==> src/hw/rtl/fdlm_pkg.sv <==
// Shared types, widths and constants for the feedback delay line mix unit.
// No dependencies; every other file in hw/rtl refers to this package.

package fdlm_pkg;

  localparam int MAX_LEN    = 16384;
  localparam int ADDR_W     = $clog2(MAX_LEN);
  localparam int LEN_W      = ADDR_W + 1;
  localparam int MOD_CNT_W  = (ADDR_W > 1) ? $clog2(ADDR_W) : 1;
  localparam int SMP_W      = 24;
  localparam int FB_W       = 16;
  localparam int MIX_W      = 17;
  localparam int CFG_LEN_W  = 15;
  localparam int CFG_IDX_W  = 2;
  localparam int CFG_DATA_W = 17;
  localparam int FBP_W      = FB_W + SMP_W;
  localparam int MIXP_W     = MIX_W + 1 + SMP_W;
  localparam int WIDE_W     = 44;
  localparam int FB_ROUND   = 16384;
  localparam int FB_SHIFT   = 15;
  localparam int MIX_ROUND  = 32768;
  localparam int MIX_SHIFT  = 16;
  localparam int OQ_DEPTH   = 8;
  localparam int OQ_PTR_W   = 3;
  localparam int OQ_CNT_W   = 4;

  localparam logic [MIX_W-1:0] MIX_ONE = 17'h10000;

  localparam logic [CFG_IDX_W-1:0] REG_FEEDBACK = 2'd0;
  localparam logic [CFG_IDX_W-1:0] REG_MIX      = 2'd1;
  localparam logic [CFG_IDX_W-1:0] REG_LENGTH   = 2'd2;

  typedef logic [ADDR_W-1:0] addr_t;
  typedef logic signed [SMP_W-1:0] smp_t;

  typedef struct packed {
    logic  valid;
    addr_t wpos;
    addr_t pos;
    logic  same;
    smp_t  x;
  } issue_t;

  typedef struct packed {
    logic signed [FB_W-1:0] fb;
    logic [MIX_W-1:0]       mix;
  } coef_t;

  typedef struct packed {
    logic  we;
    addr_t addr;
    smp_t  data;
  } ram_wr_t;

  function automatic smp_t sat_smp(input logic signed [WIDE_W-1:0] v);
    smp_t r;
    if ((&v[WIDE_W-1:SMP_W-1]) || (~|v[WIDE_W-1:SMP_W-1])) begin
      r = v[SMP_W-1:0];
    end else if (v[WIDE_W-1]) begin
      r = {1'b1, {(SMP_W-1){1'b0}}};
    end else begin
      r = {1'b0, {(SMP_W-1){1'b1}}};
    end
    return r;
  endfunction

endpackage

==> src/hw/rtl/fdlm_ctrl.sv <==
// Configuration registers, ring position, position reduction after a length
// write and the clearing pass over the store. Depends on fdlm_pkg.

module fdlm_ctrl (
  input  logic                                clk,
  input  logic                                rst_n,
  input  logic                                cfg_valid,
  output logic                                cfg_ready,
  input  logic [fdlm_pkg::CFG_IDX_W-1:0]      cfg_index,
  input  logic [fdlm_pkg::CFG_DATA_W-1:0]     cfg_data,
  input  logic                                in_accept,
  input  fdlm_pkg::smp_t                      in_sample,
  output logic                                issue_ready,
  output fdlm_pkg::issue_t                    issue,
  output fdlm_pkg::coef_t                     coef,
  output fdlm_pkg::ram_wr_t                   clr_wr
);

  logic signed [fdlm_pkg::FB_W-1:0] fb_r, fb_nxt;
  logic [fdlm_pkg::MIX_W-1:0]       mix_r, mix_nxt;
  logic [fdlm_pkg::LEN_W-1:0]       len_r, len_nxt;
  fdlm_pkg::addr_t                  pos_r, pos_nxt;
  logic                             clr_busy_r, clr_busy_nxt;
  fdlm_pkg::addr_t                  clr_addr_r, clr_addr_nxt;
  logic                             mod_busy_r, mod_busy_nxt;
  logic [fdlm_pkg::MOD_CNT_W-1:0]   mod_cnt_r, mod_cnt_nxt;
  fdlm_pkg::addr_t                  rem_r, rem_nxt;
  logic                             last_acc_r;

  logic                             cfg_acc;
  logic                             len_one;
  logic [fdlm_pkg::CFG_LEN_W-1:0]   len_field;
  logic [fdlm_pkg::LEN_W-1:0]       len_cfg;
  logic [fdlm_pkg::MIX_W-1:0]       mix_field;
  logic [fdlm_pkg::MIX_W-1:0]       mix_cfg;
  logic [fdlm_pkg::LEN_W-1:0]       pos_inc;
  logic [fdlm_pkg::LEN_W-1:0]       trial;
  fdlm_pkg::addr_t                  rem_step;
  fdlm_pkg::addr_t                  wpos;

  assign cfg_ready   = !mod_busy_r;
  assign cfg_acc     = cfg_valid && cfg_ready;
  assign len_one     = (len_r == fdlm_pkg::LEN_W'(1));
  assign issue_ready = !clr_busy_r && !mod_busy_r && !(len_one && last_acc_r);

  always_comb begin
    len_field = cfg_data[fdlm_pkg::CFG_LEN_W-1:0];
    if (len_field == '0) begin
      len_cfg = fdlm_pkg::LEN_W'(1);
    end else if (32'(len_field) > fdlm_pkg::MAX_LEN) begin
      len_cfg = fdlm_pkg::LEN_W'(fdlm_pkg::MAX_LEN);
    end else begin
      len_cfg = fdlm_pkg::LEN_W'(len_field);
    end
    mix_field = cfg_data[fdlm_pkg::MIX_W-1:0];
    mix_cfg   = (mix_field > fdlm_pkg::MIX_ONE) ? fdlm_pkg::MIX_ONE : mix_field;
  end

  always_comb begin
    pos_inc = fdlm_pkg::LEN_W'(pos_r) + fdlm_pkg::LEN_W'(1);
    wpos    = (pos_r == '0) ? fdlm_pkg::ADDR_W'(len_r - fdlm_pkg::LEN_W'(1))
                            : pos_r - fdlm_pkg::ADDR_W'(1);
    trial   = {rem_r, pos_r[mod_cnt_r]};
    rem_step = (trial >= len_r) ? fdlm_pkg::ADDR_W'(trial - len_r)
                                : fdlm_pkg::ADDR_W'(trial);
  end

  always_comb begin
    fb_nxt       = fb_r;
    mix_nxt      = mix_r;
    len_nxt      = len_r;
    pos_nxt      = pos_r;
    clr_busy_nxt = clr_busy_r;
    clr_addr_nxt = clr_addr_r;
    mod_busy_nxt = mod_busy_r;
    mod_cnt_nxt  = mod_cnt_r;
    rem_nxt      = rem_r;

    if (clr_busy_r) begin
      clr_addr_nxt = clr_addr_r + fdlm_pkg::ADDR_W'(1);
      if (clr_addr_r == fdlm_pkg::ADDR_W'(fdlm_pkg::MAX_LEN - 1)) begin
        clr_busy_nxt = 1'b0;
      end
    end

    // reduce the position modulo the new length, one bit a cycle
    if (mod_busy_r) begin
      rem_nxt     = rem_step;
      mod_cnt_nxt = mod_cnt_r - fdlm_pkg::MOD_CNT_W'(1);
      if (mod_cnt_r == '0) begin
        pos_nxt      = rem_step;
        mod_busy_nxt = 1'b0;
      end
    end else if (cfg_acc) begin
      unique case (cfg_index)
        fdlm_pkg::REG_FEEDBACK: fb_nxt = cfg_data[fdlm_pkg::FB_W-1:0];
        fdlm_pkg::REG_MIX:      mix_nxt = mix_cfg;
        fdlm_pkg::REG_LENGTH: begin
          len_nxt      = len_cfg;
          mod_busy_nxt = 1'b1;
          mod_cnt_nxt  = fdlm_pkg::MOD_CNT_W'(fdlm_pkg::ADDR_W - 1);
          rem_nxt      = '0;
        end
        default: ;
      endcase
    end

    if (in_accept) begin
      pos_nxt = (pos_inc == len_r) ? '0 : fdlm_pkg::ADDR_W'(pos_inc);
    end
  end

  always_ff @(posedge clk) begin
    if (!rst_n) begin
      fb_r       <= '0;
      mix_r      <= '0;
      len_r      <= fdlm_pkg::LEN_W'(fdlm_pkg::MAX_LEN);
      pos_r      <= '0;
      clr_busy_r <= 1'b1;
      clr_addr_r <= '0;
      mod_busy_r <= 1'b0;
      mod_cnt_r  <= '0;
      rem_r      <= '0;
      last_acc_r <= 1'b0;
    end else begin
      fb_r       <= fb_nxt;
      mix_r      <= mix_nxt;
      len_r      <= len_nxt;
      pos_r      <= pos_nxt;
      clr_busy_r <= clr_busy_nxt;
      clr_addr_r <= clr_addr_nxt;
      mod_busy_r <= mod_busy_nxt;
      mod_cnt_r  <= mod_cnt_nxt;
      rem_r      <= rem_nxt;
      last_acc_r <= in_accept;
    end
  end

  always_comb begin
    issue.valid = in_accept;
    issue.wpos  = wpos;
    issue.pos   = pos_r;
    issue.same  = len_one;
    issue.x     = in_sample;
    coef.fb     = fb_r;
    coef.mix    = mix_r;
    clr_wr.we   = clr_busy_r;
    clr_wr.addr = clr_addr_r;
    clr_wr.data = '0;
  end

endmodule

==> config.mk <==
export PLATFORM = sky130hd
export DESIGN_NAME = fdlm_ctrl
export DESIGN_NICKNAME = d
export VERILOG_FILES = /design/src/hw/rtl/fdlm_pkg.sv /design/src/hw/rtl/fdlm_ctrl.sv
export SDC_FILE = /design/constraint.sdc
export NUM_CORES = 1
export LEC_CHECK = 0
export BUFFER_PORTS_ARGS = -buffer_cell sky130_fd_sc_hd__buf_2
export CAP_MARGIN = 20
export CORE_MARGIN = 2
export CORE_UTILIZATION = 53
export CTS_CLUSTER_DIAMETER = 120
export DETAILED_ROUTE_END_ITERATION = 16
export PLACE_DENSITY = 0.85
export REMOVE_ABC_BUFFERS = 1
export SLEW_MARGIN = 20
export SYNTH_ARGS = -nofsm -noshare
export SYNTH_HDL_FRONTEND = slang
export SYNTH_SLANG_ARGS = --single-unit
==> constraint.sdc <==
create_clock -name clk -period 4.8 [get_ports clk]
set_input_delay 0.96 -clock clk [delete_from_list [all_inputs] [get_ports clk]]
set_output_delay 0.96 -clock clk [all_outputs]
set_load 0.005 [all_outputs]
==> results by group, run 1 <==
Outcome
  – Status: finished with violations
  – Failing checks: DRC

Placed design
  – Hpwl dp: 13.4 mm
  – Setup WS pre-CTS: 891 ps
  – I/O Buffers: slightly above 100
  – Placed Area: approximately 6500 um2
  – Placed cells: slightly below 1,000
  – GPL Wtd Cong: about 0.94

Pwr
  – Logic pwr share: between 10% and 20%
  – PwrDens: 284 nW/um2
  – Cell internal pwr: ~1400 uW
  – NetSw: 571 uW
  – Reg power frac: between 40% and 50%
  – Max VDD drop: 257 uV
  – Net Sw Frac: a little under 30%
  – Leak Pwr: between 0.002 and 0.003 uW
  – Clock share of power: a little under two fifths

Clocking
  – Root buffer cell: clkbuf_16
  – Setup Buffers After CTS: 0
  – CTS Buf Count: 9
  – CTS tree: done
  – Clk slew on worst S/H paths: 70 ps
  – # hold bufs at CTS: 0
  – Post-cts sizing count: 0
  – Worst-Skew Late Latency: 350 ps
  – Htree depth: 3
  – CTS Buffer Depth: 2
  – CTS Sinks: 97

Routing
  – Post-DRT Antenna Nets: 0
  – Wire length on met3: about 1.9 mm
  – WL final: around 18 mm
  – WL met2: approximately 8.1 mm
  – # DRC: 3
  – Initial drt markers: between 400 and 500
  – Via Count: around 5,900
  – DR vias/cell: between 6 and 7
  – 1st-pass router iterations: 11
  – Avg WL per Cell: between 15 and 20 um
  – DRT met1 WL: around 7.5 mm
  – Highest metal used: met4

Layout
  – Final core occ: 59.0%
  – Final instance area: between 6000 and 7000 um2
  – Proportion of layout cells with a drive suffix above 1: 18.1%
  – P&R area growth vs syn: 8.14%
  – # diodes: 0
  – Nets: 900
  – Non-Filler Instances: about 980

Timing
  – Setup ws final: 468 ps
  – Final setup viols: 0
  – Slew headroom: between 30% and 40%
  – Fin. Hold Viols: 0
  – Worst-Margin Slew: 942 ps
  – Peak Freq: ~230 MHz
  – Pins Over Slew Limit: 0
  – Setup TNS: 0 ps
  – Fin crit share: 90.3%
  – Clock Skews: 4.67 ps
  – Period minus WS final: about 4300 ps
  – RSZ-0062 raised after global routing: false

Synth
  – Synthesized cell area: about 6300 um2
  – Top FF cell, synth: dfxtp_1
  – Sequential-to-total area share from yosys stat: between 30% and 40%
  – Post-synth EDFFs: 0
  – Gate Count Post-Synth: between 700 and 800
  – Ys async rst share: 0%
  – Synthesized flop and latch total: 97
  – Yosys top cell area share: a little under a third
  – Synth unique cells: 69
  – YS warnings: 0
  – Cell taking the most area after synthesis: dfxtp_1
  – Synth area leaders: dfxtp_1, buf_4, a21oi_1, nor2_1, nand2_1
  – Mean Syn Cell Area: a little under 8 um2

Min path
  – Worst hold-check path type: reg -> reg

Global routing
  – GRT Total Usage: between 20% and 30%
  – Largest net degree at the start of global routing: 70
  – Vias in the first global route: ~5,400
  – Total grt overflow: 0
  – First-pass GRT wire length: between 20 and 30 mm
  – Initial antenna violation count: 0

Floorplan
  – Vert. Die Dim: 113 um
  – Die X: ~110 um
  – Initial Utilization: between 50 and 60%
  – Standard-cell rows: 39
  – Die area: around 13,000 um2
  – Num ports: between 150 and 200
  – Core Area: between 10,000 and 15,000 um2

Setup path
  – Crit path required time: between 3000 and 4000 ps
  – WP data arrival: 3370 ps
  – Peak fanout along the critical path: 21
  – Worst setup EP type: output port
  – WS Path Type: reg -> out
  – Critical path launch point type: flip-flop

Job
  – Max Cap Viol: 0
==> cell usage after synthesis (all sizes together) (3+ instances only) <==
| cell | instances |
|---|---|
| nand2b | 5 |
| a21oi | 71 |
| and4 | 3 |
| clkbuf | 38 |
| a211o | 5 |
| mux4 | 3 |
| nand3 | 14 |
| and3 | 4 |
| or3 | 10 |
| ha | 21 |
| dfxtp | 97 |
| xnor2 | 24 |
| mux2 | 3 |
| mux2i | 20 |
| buf | 63 |
| a31oi | 10 |
| a211oi | 7 |
| o21ai | 38 |
| a22oi | 25 |
| inv | 31 |
| nand4 | 15 |
| o21a | 12 |
| a21o | 3 |
| o21bai | 3 |
| nand2 | 75 |
| nor4 | 18 |
| nor3 | 18 |
| and2 | 3 |
| xor2 | 25 |
| nor2 | 88 |
| nor3b | 6 |
==> stage by stage <==
stage | power (uW) | hold slack, ps
finish | 1930 | 451
global route | 2000 | 484
CTS | 1930 | 453
detailed placement | 1220 | 444
global placement | 1210 | 439
floorplan | 1090 | 429
==> layout make-up <==
cell class	count	area, um2
well taps	143	179
clock buffers	11	253
flip-flops and latches	97	1940
clock inverters	5	51.3
multi-input cells	582	3690
fillers	1073	4720
inverters	33	124
repair buffers	108	556
==> power groups by stage <==
stage / Sequential [uW] / Clock, uW / Combinational, uW
floorplan: 866 / 0 / 222
global placement: 873 / 0 / 340
detailed placement: 874 / 0 / 343
CTS: 855 / 730 / 345
global route: 859 / 767 / 378
finish: 857 / 723 / 348
==> layout by cell type (no fill, tap or decap), drive strengths merged, types with 4 or more instances in the layout <==
cell type,synthesis,layout
a211o,5,5
o21ai,38,38
nand2b,5,5
or3,10,10
clkinv,2,6
nand4,15,15
nand3,14,14
a21oi,71,71
buf,63,108
a31oi,10,10
clkbuf,38,11
and3,4,4
nor3b,6,6
mux2i,20,20
ha,21,21
xor2,25,25
dfxtp,97,97
a211oi,7,7
inv,31,32
nor4,18,18
conb,1,24
xnor2,24,24
nand2,75,75
nor3,18,18
nor2,88,88
o21a,12,12
a22oi,25,25
==> metal layers <==
metal,vias up,track usage (%)
met2,315,42.2
li1,2784,-
met1,2753,35.3
met4,0,12.1
met5,-,1.57
met3,43,10.3
==> final timing paths <==
check | slack, ps | from | end | cells after the start
min | 450 | fb_r[4] | fb_r[4] | 2
min reg2reg | 450 | fb_r[4] | fb_r[4] | 2
max reg2reg | 940 | mod_cnt_r[0] | pos_r[12] | 14
max | 470 | pos_r[5] | issue[47] | 10
==> registers in the layout, summed over array words and instances, names as in the netlist, 4 cells and up <==
name	flops
mod_cnt_r	4
fb_r	16
rem_r	14
len_r	15
clr_addr_r	14
mix_r	17
pos_r	14
==> logic make-up after synthesis <==
kind of cell,Yosys count,share of synthesized area [%]
muxes,26,4.86
other,1,0.0596
xor gates and xnor gates,50,7.18
adders and majority gates,23,4.66
AOI/OAI and AO/OA,191,19.1
DFF,97,30.9
and+or+nand+nor,268,21.6
buffers and inverters,134,11.7
==> worst max-delay path, cell delays in order, from the launching register on <==
cell and delay [ps]:
dfxtp_1 530, nor4_2 450, and4_4 450, nor2_1 70
a21oi_1 150, ha_1 230, nand4_1 240, nor4_1 420
a22oi_1 140, a21o_1 200, buf_2 130
(Power assumes the default switching activity.)
==> inputs of run 2 (changes only) <==
Settings changed: CORE_UTILIZATION 53 to 55, CTS_BUF_LIST set to sky130_fd_sc_hd__clkbuf_2 sky130_fd_sc_hd__clkbuf_4 sky130_fd_sc_hd__clkbuf_8, PLACE_DENSITY 0.85 to 0.87.
==> run 2 against run 1 <==
  * The run now ends clean
  * Fmax is 0.21% lower
  * Sequential share of layout area is 0.52 points higher
  * Utilization is 0.20 points higher
  * Clock power is 27% lower
  * Sequential power hardly changed
  * Clock skew is 7.4 ps higher
  * Largest power group unchanged
==> results by group, run 2 (synthesis gave the netlist of run 1 again) <==
Global routing
  – Largest net degree at the start of global routing: 70
  – Total grt overflow: 0
  – GRT Total Usage: approximately 27%
  – First-pass GRT wire length: between 20 and 30 mm
  – Vias in the first global route: between 5,000 and 6,000
  – Initial antenna violation count: 0

Clocking
  – Setup Buffers After CTS: 0
  – Clk slew on worst S/H paths: ~110 ps
  – Root buffer cell: clkbuf_8
  – CTS Buf Count: 9
  – CTS Sinks: 97
  – CTS tree: done
  – Htree depth: 3
  – CTS Buffer Depth: 2
  – # hold bufs at CTS: 0
  – Post-cts sizing count: 0
  – Worst-Skew Late Latency: roughly 380 ps

Setup path
  – Peak fanout along the critical path: 21
  – R2R cell count: 14
  – RR Endpoint: pos_r[9]
  – R2r startpoint: pos_r[5]
  – Reg2Reg Setup Slack: 930 ps
  – Crit path required time: approximately 3800 ps
  – Worst setup EP type: output port
  – Critical path launch point type: flip-flop
  – WS Path Type: reg -> out
  – WP data arrival: 3380 ps

Layout
  – Most frequent cells in the layout: buf_2, dfxtp_1, nor2_1
  – Proportion of layout cells with a drive suffix above 1: about 18%
  – Top reg by flops: mix_r
  – Commonest non-fill, non-tap cell in the layout: buf_2
  – Largest register FFs: 17
  – Nets: ~900
  – Final core occ: roughly 59%
  – Non-Filler Instances: around 980
  – Largest registers: mix_r x17, fb_r x16, len_r x15
  – # diodes: 0
  – Fillers: around 990
  – P&R area growth vs syn: 6.21%

Pwr
  – Leak Pwr: about 0.0027 uW
  – Max VDD drop: approximately 180 uV
  – PwrDens: roughly 260 nW/um2

Floorplan
  – Standard-cell rows: 39
  – Die area: about 12,000 um2
  – Core Area: between 10,000 and 15,000 um2
  – Initial Utilization: between 50% and 60%
  – Num ports: 175
  – Vert. Die Dim: between 100 and 150 um
  – Die X: 111 um

Placed design
  – Placed cells: roughly 960
  – GPL Wtd Cong: 0.945
  – I/O Buffers: ~100
  – Hpwl dp: 12.7 mm
  – Setup WS pre-CTS: 930 ps

Timing
  – Pins Over Slew Limit: 0
  – Fin. Hold Viols: 0
  – Setup ws final: 459 ps
  – RSZ-0062 raised after global routing: false
  – Peak Freq: 230 MHz
  – Fin crit share: approximately nine tenths
  – Clock Skews: roughly 12 ps
  – Final setup viols: 0
  – Min Hold Slack: between 400 and 500 ps
  – Period minus WS final: around 4300 ps
  – Slew headroom: 38.5%
  – Setup TNS: 0 ps
  – Worst-Margin Slew: just over 900 ps

Min path
  – Hold Crit Depth: 2
  – Worst hold-check path type: reg -> reg
  – Worst Hold Launch: fb_r[4]
  – Hold Path Sink: fb_r[4]

Outcome
  – Status: finished, final reports clean

Routing
  – Avg WL per Cell: 17.5 um
  – 1st-pass router iterations: 5
  – Via Count: between 5,000 and 6,000
  – DR vias/cell: around 6
  – WL final: approximately 17 mm
  – # DRC: 0
  – Post-DRT Antenna Nets: 0
  – Initial drt markers: 566

Job
  – Max Cap Viol: 0
## run 2: cell types whose count changed in the layout (fill, tap and decap cells not counted), sizes merged
cell | previous run | this run
inv | 32 | 33
clkinvlp | 0 | 1
clkbuf | 11 | 9
buf | 108 | 107
## run 2: how the worst max path moves through the flow
| stage | start | end | slack [ps] |
|---|---|---|---|
| final | pos_r[5] | issue[47] | 460 |
| after detailed placement | pos_r[5] | issue[47] | 930 |
| after CTS | pos_r[0] | issue[47] | 500 |
| after global routing | pos_r[0] | issue[47] | 130 |
| after floorplan | mod_cnt_r[0] | pos_r[12] | 1320 |
| after global placement | pos_r[0] | issue[52] | 1030 |
## run 2: where the power goes
| group | switching [uW] | internal [uW] |
|---|---|---|
| sequential | 31.3 | 824 |
| combinational | 204 | 145 |
| clock | 330 | 198 |
## run 2: layout make-up
cell class | instances | area, um2 | area share, %
timing repair buffer | 107 | 548 | 8.21
inverter | 33 | 124 | 1.85
sequential | 97 | 1940 | 29.1
clock inverter | 7 | 66.3 | 0.993
tap | 143 | 179 | 2.68
multi-input combinational | 582 | 3690 | 55.3
clock buffer | 9 | 124 | 1.85
## run 2: critical path, stage by stage, from the launching register on
cell	delay [ps]
dfxtp_1	540
nor4_2	440
and4_4	450
nor2_1	70
a21oi_1	150
ha_1	230
nand4_1	220
nor4_1	440
nor3_1	100
a21oi_1	140
a21o_1	110
buf_2	110
## run 2: layer usage
| metal | part of all wire (%) | up-vias | routed length (um) | track usage, % |
|---|---|---|---|---|
| met5 | 0 | - | 0 | 1.67 |
| met4 | 1.6 | 0 | 274 | 8.00 |
| met3 | 10 | 29 | 1790 | 7.87 |
| met2 | 45 | 298 | 7640 | 42.7 |
| met1 | 43 | 2733 | 7360 | 36.2 |
| li1 | - | 2780 | - | - |
## run 2: through the flow
step,total power (uW),cell area (um2)
after global routing,1800,6680
final,1730,6680
after global placement,1210,6490
after CTS,1730,6680
after detailed placement,1210,6490
after floorplan,1090,5760
==> inputs of run 3 (changes only) <==
Settings changed: MAX_ROUTING_LAYER set to met4.
==> run 3 against run 2 <==
  * Wire length about the same
  * Clock-buffer cell count unchanged
  * Largest cell class unchanged
  * Global-route usage increased by 0.80 points
  * Sequential share of layout area unchanged
  * Worst hold slack got worse by 1.2 ps
  * Highest routed layer unchanged
  * Clock skew increased by 3.0 ps
==> results by group, run 3 (synthesis gave the netlist of run 1 again) <==
Setup path
  – Critical path launch point type: flip-flop
  – WP depth: 11
  – Cell family with the largest share of critical-path delay: simple AND/OR/NAND/NOR gates
  – Peak fanout along the critical path: 21
  – WP buf/inv: 1
  – RR Endpoint: pos_r[12]
  – WP data arrival: 3400 ps
  – R2r startpoint: pos_r[6]
  – Ordered cell list for the critical path: nor4_2, and4_4, nor2_1, a21oi_1, ha_1, nand4_1, nor4_1, nor3_1, a21oi_1, a21o_1, buf_2
  – Max incr delay on CP: ~530 ps
  – Worst path slowest cell: dfxtp_1
  – WS Path Type: reg -> out
  – Reg2Reg Setup Slack: 980 ps
  – Crit path required time: around 3800 ps
  – Worst setup EP type: output port
  – R2R cell count: 14
  – Crit path top cell by count: a21oi_1

Min path
  – Worst Hold Launch: fb_r[4]
  – Hold Crit Depth: 2
  – Worst hold-check path type: reg -> reg
  – Hold Path Sink: fb_r[4]

Floorplan
  – Standard-cell rows: 39
  – Core Area: around 11,000 um2
  – Vert. Die Dim: approximately 110 um
  – Die X: about 110 um
  – Die area: 12,300 um2
  – Initial Utilization: between 50% and 60%
  – Num ports: roughly 180

Clocking
  – Setup Buffers After CTS: 0
  – Worst-Skew Late Latency: around 380 ps
  – CTS tree: done
  – CTS Buf Count: 9
  – # hold bufs at CTS: 0
  – Root buffer cell: clkbuf_8
  – Post-cts sizing count: 0
  – Clk slew on worst S/H paths: approximately 110 ps
  – CTS Sinks: 97
  – CTS Buffer Depth: 2
  – Htree depth: 3

Timing
  – Period minus WS final: about 4400 ps
  – Slew headroom: roughly 38%
  – Fin. Hold Viols: 0
  – Final setup viols: 0
  – Fin crit share: between 90% and 100%
  – Pins Over Slew Limit: 0
  – Min Hold Slack: around 460 ps
  – Worst-Margin Slew: between 900 and 1000 ps
  – Peak Freq: 230 MHz
  – Setup TNS: 0 ps
  – RSZ-0062 raised after global routing: false
  – Clock Skews: between 15 and 20 ps

Global routing
  – Largest net degree at the start of global routing: 70
  – Total grt overflow: 0
  – First-pass GRT wire length: between 20 and 30 mm
  – Initial antenna violation count: 0
  – GRT Total Usage: around 28%
  – Vias in the first global route: roughly 5,300

Layout
  – Nets: 899
  – # diodes: 0
  – Proportion of layout cells with a drive suffix above 1: between 10% and 20%
  – P&R area growth vs syn: 6.21%
  – Largest register FFs: 17
  – Largest registers: mix_r x17, fb_r x16, len_r x15
  – Commonest non-fill, non-tap cell in the layout: buf_2
  – Top reg by flops: mix_r
  – Most frequent cells in the layout: buf_2, dfxtp_1, nor2_1

Placed design
  – Hpwl dp: about 13 mm
  – GPL Wtd Cong: between 0.9 and 1
  – I/O Buffers: 102

Routing
  – Initial drt markers: 531
  – DR vias/cell: about 6.0
  – Avg WL per Cell: 17.4 um
  – # DRC: 0
  – WL final: roughly 17 mm
  – Post-DRT Antenna Nets: 0
  – Via Count: a little under 6,000
  – 1st-pass router iterations: 5

Pwr
  – Leak Pwr: ~0.0027 uW
  – PwrDens: about 260 nW/um2
  – Max VDD drop: 179 uV
  – Design Power: between 1500 and 2000 uW

Job
  – Max Cap Viol: 0

Outcome
  – Status: finished, final reports clean
## run 3: routing by layer
metal	share of wire (%)	wire length [um]	vias to the layer above	global-route usage, %
li1	-	-	2775	-
met1	43	7360	2703	36.8
met2	45	7650	307	42.7
met3	10	1730	36	7.16
met4	1.9	319	0	8.00
met5	0	0	-	-
## run 3: final cells by class
type	count	area (um2)
inverter	33	124
clock buffer	9	124
clock inverter	7	66.3
timing repair buffer	107	548
fill	987	4590
sequential	97	1940
multi-input combinational	582	3690
tap	143	179
## run 3: worst register-to-register path, stage by stage, from the launching register on
cell      delay [ps]
dfxtp_1          520
mux4_2           530
mux2_2           270
a21oi_1          250
ha_1             210
inv_1             50
fa_1             400
a21oi_1          180
o21ai_0          130
a31o_2           310
a21o_1           180
a21oi_1          160
xor2_1           100
or3_1            300
a21boi_0         140
## run 3: where the power goes
part	switching (uW)	internal, uW	total [uW]
combinational	203	145	348
clock	329	198	527
sequential	31.2	824	855
## run 3: per-stage QoR
step	instance area, um2	setup slack [ps]	cells	util, %
2_1_floorplan	5760	1320	712	-
3_3_place_gp	6490	1030	962	57.6
3_5_place_dp	6490	930	962	57.6
4_1_cts	6680	498	978	59.2
5_1_grt	6680	133	978	59.2
6_report	6680	444	978	59.2
## run 3: worst max path at each step
| stage | startpoint | end | slack [ps] |
|---|---|---|---|
| 2_1_floorplan | mod_cnt_r[0] | pos_r[12] | 1320 |
| 3_3_place_gp | pos_r[0] | issue[52] | 1030 |
| 3_5_place_dp | pos_r[5] | issue[47] | 930 |
| 4_1_cts | pos_r[0] | issue[47] | 500 |
| 5_1_grt | pos_r[0] | issue[47] | 130 |
| 6_report | pos_r[5] | issue[47] | 440 |
